--- src/rtl/chis_pkg.sv ---
// chis_pkg: shared types and constants for the chained hash insert/search block
// command and status structs between controller and datapath, status codes,
// register map; used by every file under rtl
package chis_pkg;

    // configuration register widths and reset values
    localparam int unsigned BC_W      = 7;
    localparam int unsigned CAP_W     = 10;
    localparam logic [BC_W-1:0]  BC_RESET  = 7'd64;
    localparam logic [CAP_W-1:0] CAP_RESET = 10'd512;

    // register index, taken from paddr bit 2
    localparam logic REG_BUCKET_COUNT = 1'b0;
    localparam logic REG_CAP_LIMIT    = 1'b1;
    localparam int unsigned PADDR_W   = 3;

    // operation kinds
    localparam logic KIND_INSERT = 1'b0;
    localparam logic KIND_SEARCH = 1'b1;

    // result status codes
    localparam logic [2:0] ST_INSERTED    = 3'd0;
    localparam logic [2:0] ST_OVER_LOAD   = 3'd1;
    localparam logic [2:0] ST_BUCKET_FULL = 3'd2;
    localparam logic [2:0] ST_FOUND       = 3'd3;
    localparam logic [2:0] ST_NOT_FOUND   = 3'd4;

    // controller to datapath
    typedef struct packed {
        logic clr;        // clear one fill entry
        logic load;       // capture a new word, start the divide
        logic div_step;   // one restoring divide step
        logic fill_rd;    // read bucket fill, set chain base
        logic insert;     // insert decision and commit
        logic probe_rd;   // read the chain entry at the probe index
        logic not_found;  // set result: not found
        logic found;      // set result: found at probe index
        logic next_idx;   // advance the probe index
        logic load_out;   // move result into the output register
    } t_cmd;

    // datapath to controller
    typedef struct packed {
        logic clr_done;
        logic div_last;
        logic is_search;
        logic probe_end;
        logic match;
        logic out_free;
    } t_sts;

endpackage

--- src/rtl/chis_ctrl.sv ---
// chis_ctrl: sequencing state machine for the chained hash block
// drives t_cmd to chis_dp and reads t_sts back; depends on chis_pkg
module chis_ctrl (
    input  logic           i_clk,
    input  logic           i_rst_n,
    input  logic           i_in_valid,
    output logic           o_in_ready,
    input  chis_pkg::t_sts i_sts,
    output chis_pkg::t_cmd o_cmd
);
    import chis_pkg::*;

    typedef enum logic [7:0] {
        S_CLEAR  = 8'b0000_0001,
        S_IDLE   = 8'b0000_0010,
        S_DIV    = 8'b0000_0100,
        S_FILL   = 8'b0000_1000,
        S_DECIDE = 8'b0001_0000,
        S_PROBE  = 8'b0010_0000,
        S_CMP    = 8'b0100_0000,
        S_RESULT = 8'b1000_0000
    } t_state;

    t_state r_state, n_state;

    // state register
    always_ff @(posedge i_clk) begin
        if (!i_rst_n) begin
            r_state <= S_CLEAR;
        end else begin
            r_state <= n_state;
        end
    end

    // next state and commands
    always_comb begin
        n_state    = r_state;
        o_cmd      = '0;
        o_in_ready = 1'b0;
        unique case (r_state)
            S_CLEAR: begin
                o_cmd.clr = 1'b1;
                if (i_sts.clr_done) n_state = S_IDLE;
            end
            S_IDLE: begin
                o_in_ready = 1'b1;
                if (i_in_valid) begin
                    o_cmd.load = 1'b1;
                    n_state    = S_DIV;
                end
            end
            S_DIV: begin
                o_cmd.div_step = 1'b1;
                if (i_sts.div_last) n_state = S_FILL;
            end
            S_FILL: begin
                o_cmd.fill_rd = 1'b1;
                n_state = i_sts.is_search ? S_PROBE : S_DECIDE;
            end
            S_DECIDE: begin
                o_cmd.insert = 1'b1;
                n_state      = S_RESULT;
            end
            S_PROBE: begin
                if (i_sts.probe_end) begin
                    o_cmd.not_found = 1'b1;
                    n_state         = S_RESULT;
                end else begin
                    o_cmd.probe_rd = 1'b1;
                    n_state        = S_CMP;
                end
            end
            S_CMP: begin
                if (i_sts.match) begin
                    o_cmd.found = 1'b1;
                    n_state     = S_RESULT;
                end else begin
                    o_cmd.next_idx = 1'b1;
                    n_state        = S_PROBE;
                end
            end
            S_RESULT: begin
                if (i_sts.out_free) begin
                    o_cmd.load_out = 1'b1;
                    n_state        = S_IDLE;
                end
            end
            default: begin
                n_state = S_CLEAR;
            end
        endcase
    end

endmodule

--- config.mk ---
export PLATFORM = sky130hd
export DESIGN_NAME = chis_ctrl
export DESIGN_NICKNAME = d
export VERILOG_FILES = /design/src/rtl/chis_pkg.sv /design/src/rtl/chis_ctrl.sv
export SDC_FILE = /design/constraint.sdc
export NUM_CORES = 1
export LEC_CHECK = 0
export ABC_CLOCK_PERIOD_IN_PS = 2000
export BUFFER_PORTS_ARGS = -buffer_cell sky130_fd_sc_hd__clkbuf_2
export CORE_AREA = 4 4 41 43
export CTS_CLUSTER_SIZE = 8
export DETAILED_ROUTE_END_ITERATION = 10
export DIE_AREA = 0 0 45 47
export GPL_TIMING_DRIVEN = 0
export PLACE_DENSITY_LB_ADDON = 0.3
export SETUP_SLACK_MARGIN = 0.2
export SLEW_MARGIN = 10
export SYNTH_ARGS = -nofsm -noshare
export SYNTH_HDL_FRONTEND = slang
export SYNTH_SLANG_ARGS = --single-unit
export TNS_END_PERCENT = 10
--- constraint.sdc ---
create_clock -name i_clk -period 2 [get_ports i_clk]
set_input_delay 0.4 -clock i_clk [delete_from_list [all_inputs] [get_ports i_clk]]
set_output_delay 0.4 -clock i_clk [all_outputs]
set_load 0.02 [all_outputs]
==> out/results.md <==
| Stage | Metric | Reported |
|:---|:---|:---|
| status | Run status | complete, but fails checks |
| status | Violations in the final reports | setup timing |
| worst setup path | Delay contributed by the slowest stage of the critical path | 0.37 ns |
| detailed routing | Highest metal layer with signal wires | met4 |
| yosys | Top cell type's share of synthesized area | 30.55% |
| worst hold path | Type of the most critical hold path | input port to flop |
| timing | Final worst hold slack | 0.3119 ns |
| floorplanning | Area inside the core boundary | 1301 um^2 |
| yosys | Mux share of post-synthesis cell area | 0% |
| final layout | Layout overhead on the synthesized area | 62.05% |
| detailed routing | Wire length per cell after detailed routing | 14.07 um |
| floorplanning | Width of the die | 45 um |
| detailed routing | Final routed wirelength across all metal layers | 1.548 mm |
| power and ir drop | Static leakage power | 0.3872 nW |
| clock tree | Number of hold buffers added after cts | 0 |
| grt | Antenna violations before repair | 0 |
| timing | Post-layout worst setup margin | -0.07921 ns |
| detailed routing | Total via count in the routed design | 613 |
| placement | Final weighted congestion of routability-driven global placement | 0.7926 |
| worst setup path | Category of the worst setup path capture point | primary output |
| yosys | Syn nets | 69 |
| detailed routing | Wire length the detailed router placed on met1 | 608 um |
| timing | Final Hold Vio Count | 0 |
| placement | Standard cell area after detailed placement | 638.1 um^2 |
| timing | Number of pins with negative max-slew slack in the final report | 0 |
| yosys | Post-Synthesis Mean Instance Area | 8.738 um^2 |
| timing | Clock Skew | 0.001655 ns |
| worst setup path | Reg-to-Reg End | r_state[7]$_SDFFE_PN0P_ |
| timing | Transition time at the pin with the least slew margin | 0.3704 ns |
| clock tree | Clock input transition at the sequential cells of the worst setup and hold paths | 0.06 ns |
| grt | Vias in the first global route | 534 |
| yosys | Sequential cell area fraction in the yosys report | 30.55% |
| floorplanning | Starting Density | 40.29% |
| power and ir drop | PwrDens | 455.9 nW/um^2 |
| placement | Count of input and output buffers | 19 |
| worst setup path | Origin of the worst setup path | r_state[7]$_SDFFE_PN0P_ |
| final layout | Post-layout utilization of the core | 65.29% |
| detailed routing | Met2 wirelength from detailed routing | 803 um |
| timing | Achievable clock frequency | 481.0 MHz |
| worst setup path | Standard cell with the maximum stage delay on the critical path | sky130_fd_sc_hd__nor4_4 |
| yosys | Synthesized-area fraction occupied by xor and xnor cells | 1.671% |
| floorplanning | Floorplan die area | 2115 um^2 |
| final layout | Register ranked first by flip-flop count | r_state |
| yosys | Fraction of the mapped netlist area in adder cells | 0% |
| worst setup path | Crit path launch type | flop |
| clock tree | Count of clock tree sinks | 8 |
| grt | Total Routing Usage GR | 15.20% |
| timing | Number of failing setup endpoints in the final timing report | 5 |
| yosys | Syn. warnings | 0 |
| final layout | Largest register FFs | 8 |
| worst setup path | Critical Setup Path Class | flop to primary output |
| worst setup path | Worst path required time | 1.60 ns |
| floorplanning | Num ports | 20 |
| worst setup path | Length in cells of the worst reg-to-reg path | 6 |
| worst setup path | Critical path capture point | o_cmd[4] |
| yosys | Synthesized netlist cell count | 60 |
| yosys | Dominant combinational cell family by area after synthesis | simple AND/OR/NAND/NOR gates |
| worst setup path | Worst reg2reg path startpoint | r_state[7]$_SDFFE_PN0P_ |
| yosys | Post-synthesis compound-gate area fraction | 11.93% |
| final layout | Post-layout net count | 106 |
| yosys | Cell area after technology mapping | 524.3 um^2 |
| clock tree | Clock buffers created by TritonCTS | 3 |
| yosys | Simple logic cell fraction of the synthesized area | 51.31% |
| clock tree | H-tree depth | 1 |
| grt | Remaining global-route overflow | 0 |
| detailed routing | Number of detailed-routing iterations run before antenna repair | 4 |
| timing | Post-route fraction of the period consumed by the critical path | 104.0% |
| worst setup path | Largest driver fanout on the critical path | 5 |
| clock tree | Clock tree from TritonCTS | built |
| floorplanning | Rows | 13 |
| final layout | Top flop regs | r_state: 8 flops |
| final layout | Share of final-layout standard cells stronger than drive strength 1 | 58.95% |
| clock tree | Root Buffer | sky130_fd_sc_hd__clkbuf_4 |
| worst setup path | Worst path cell trace | buf_6 > nor4_4 > nand4b_1 > nor2_2 > clkbuf_2 |
| placement | HPWL reported at the end of detailed placement | 945.5 um |
| yosys | Yosys top cell by area | sky130_fd_sc_hd__dfxtp_1 |
| detailed routing | Post-route ant nets | 0 |
| worst setup path | CP arrival | 1.68 ns |
| grt | Wire length of the first global-routing pass | 2.339 mm |
| yosys | Library cells used by synthesis | 27 |
| final layout | Antenna Diode Count | 0 |
| worst setup path | Worst R2R Setup Slack | 0.41 ns |
| timing | Clock period minus final worst setup slack | 2.079 ns |
| floorplanning | Die Y-Extent | 47 um |
| power and ir drop | Peak ir drop on the vdd network | 0.0002649 V |
| detailed routing | Detail-routed via count per cell | 5.573 |
| timing | RSZ-0062 raised after global routing | yes |
| detailed routing | Drt drc | 0 |
| detailed routing | Iter 0 DRT Violations | 23 |
| final layout | Post-route cell area | 849.6 um^2 |
| clock tree | Clock latency of the later-clocked register in the worst-skew pair | 0.26 ns |
| clock tree | Clock buffer depth | 2 |
| detailed routing | Detailed-routed wire length on met3 | 92 um |
| yosys | FF+latch count, synth | 8 |
| timing | Worst max-slew margin expressed relative to the limit | 74.96% |
| flow run | Max-cap viol count | 0 |
| yosys | Top cells by area, synth | sky130_fd_sc_hd__dfxtp_1 31%, sky130_fd_sc_hd__nand4b_1 8.4%, sky130_fd_sc_hd__nor4_4 8.1% |
| grt | Pin count of the biggest net entering global routing | 9 |
-- where the power goes --
group / switching [W] / internal (W)
logic: 0.0000360 / 0.0000489
clock network: 0.0000596 / 0.0000690
registers: 0.0000114 / 0.000162
-- kinds of logic after synthesis --
| group | count (synthesis) |
|---|---|
| XOR/XNOR | 1 |
| AND/OR/NAND/NOR | 37 |
| AO/OA/AOI/OAI | 8 |
| flip-flops | 8 |
| buffers and inverters | 6 |
-- how the worst min path moves through the flow --
| stage | from | end | slack (ns) | depth (start not counted) |
|---|---|---|---|---|
| final | i_sts[3] | r_state[4]$_SDFFE_PN0P_ | 0.31 | 2 |
| after global routing | i_sts[3] | r_state[4]$_SDFFE_PN0P_ | 0.33 | 2 |
| after CTS | i_sts[3] | r_state[4]$_SDFFE_PN0P_ | 0.32 | 2 |
| after detailed placement | i_sts[3] | r_state[4]$_SDFFE_PN0P_ | 0.59 | 2 |
| after global placement | i_sts[3] | r_state[4]$_SDFFE_PN0P_ | 0.57 | 2 |
| after floorplan | i_sts[3] | r_state[4]$_SDFFE_PN0P_ | 0.48 | 1 |
-- what timing repair did --
item / in CTS / in global routing
gates resized for setup: 15 / 20
pin swaps: 2 / 3
setup endpoints to repair: 11 / 11
setup buffers: 6 / 7
-- area by class of cell --
class / instances / area [um^2]
well taps: 15 / 18.77
multi-input cells: 46 / 376.6
fillers: 117 / 451.7
clock buffers: 3 / 22.52
inverters: 5 / 18.77
flip-flops and latches: 8 / 173.9
plain buffers: 1 / 11.26
repair buffers: 32 / 227.7
-- critical path: cells and delay by family, from the launching register on --
family | cells | cell delay, ns
buffers and inverters | 2 | 0.31
DFF | 1 | 0.32
and+or+nand+nor | 3 | 0.79
-- cell usage in the layout, fill, tap and decap left out, types with 2 or more instances in the layout --
| master | n |
|---|---|
| sky130_fd_sc_hd__buf_4 | 14 |
| sky130_fd_sc_hd__clkbuf_2 | 13 |
| sky130_fd_sc_hd__nor2_1 | 8 |
| sky130_fd_sc_hd__nand4b_1 | 5 |
| sky130_fd_sc_hd__inv_1 | 4 |
| sky130_fd_sc_hd__buf_6 | 3 |
| sky130_fd_sc_hd__clkbuf_4 | 3 |
| sky130_fd_sc_hd__dfxtp_4 | 3 |
| sky130_fd_sc_hd__dfxtp_1 | 3 |
| sky130_fd_sc_hd__nor4_4 | 2 |
| sky130_fd_sc_hd__nor2_2 | 2 |
| sky130_fd_sc_hd__and3_4 | 2 |
| sky130_fd_sc_hd__nand2_1 | 2 |
| sky130_fd_sc_hd__o21ai_0 | 2 |
| sky130_fd_sc_hd__and2_1 | 2 |
| sky130_fd_sc_hd__o21a_1 | 2 |
| sky130_fd_sc_hd__buf_8 | 2 |
| sky130_fd_sc_hd__dfxtp_2 | 2 |
-- through the flow --
| step | setup WS [ns] | total power, W | setup TNS, ns | instances |
|---|---|---|---|---|
| floorplan | 0.3594 | 0.0002165 | 0 | 60 |
| CTS | 0.06017 | 0.0003779 | 0 | 103 |
| global placement | 0.1791 | 0.0002374 | 0 | 94 |
| finish | -0.07921 | 0.0003873 | -0.2094 | 110 |
| global route | -0.2151 | 0.0004091 | -0.8731 | 110 |
| detailed placement | 0.1515 | 0.0002387 | 0 | 94 |
-- cell usage after synthesis (all sizes together) --
master,instances
a21boi,1
a32oi,1
and2,4
and3,4
and4b,2
buf,1
dfxtp,8
inv,5
nand2,2
nand3b,1
nand4,1
nand4b,5
nor2,10
nor2b,2
nor3,1
nor3b,1
nor4,2
nor4b,2
o21a,2
o21ai,2
o31a,1
o41a,1
xnor2,1
-- layer usage --
metal / vias up / GRT usage, %
met4: 0 / 6.433
met3: 8 / 3.831
li1: 291 / -
met2: 25 / 26.84
met5: - / 0
met1: 289 / 17.39
Power figures use the tool's default switching activity.
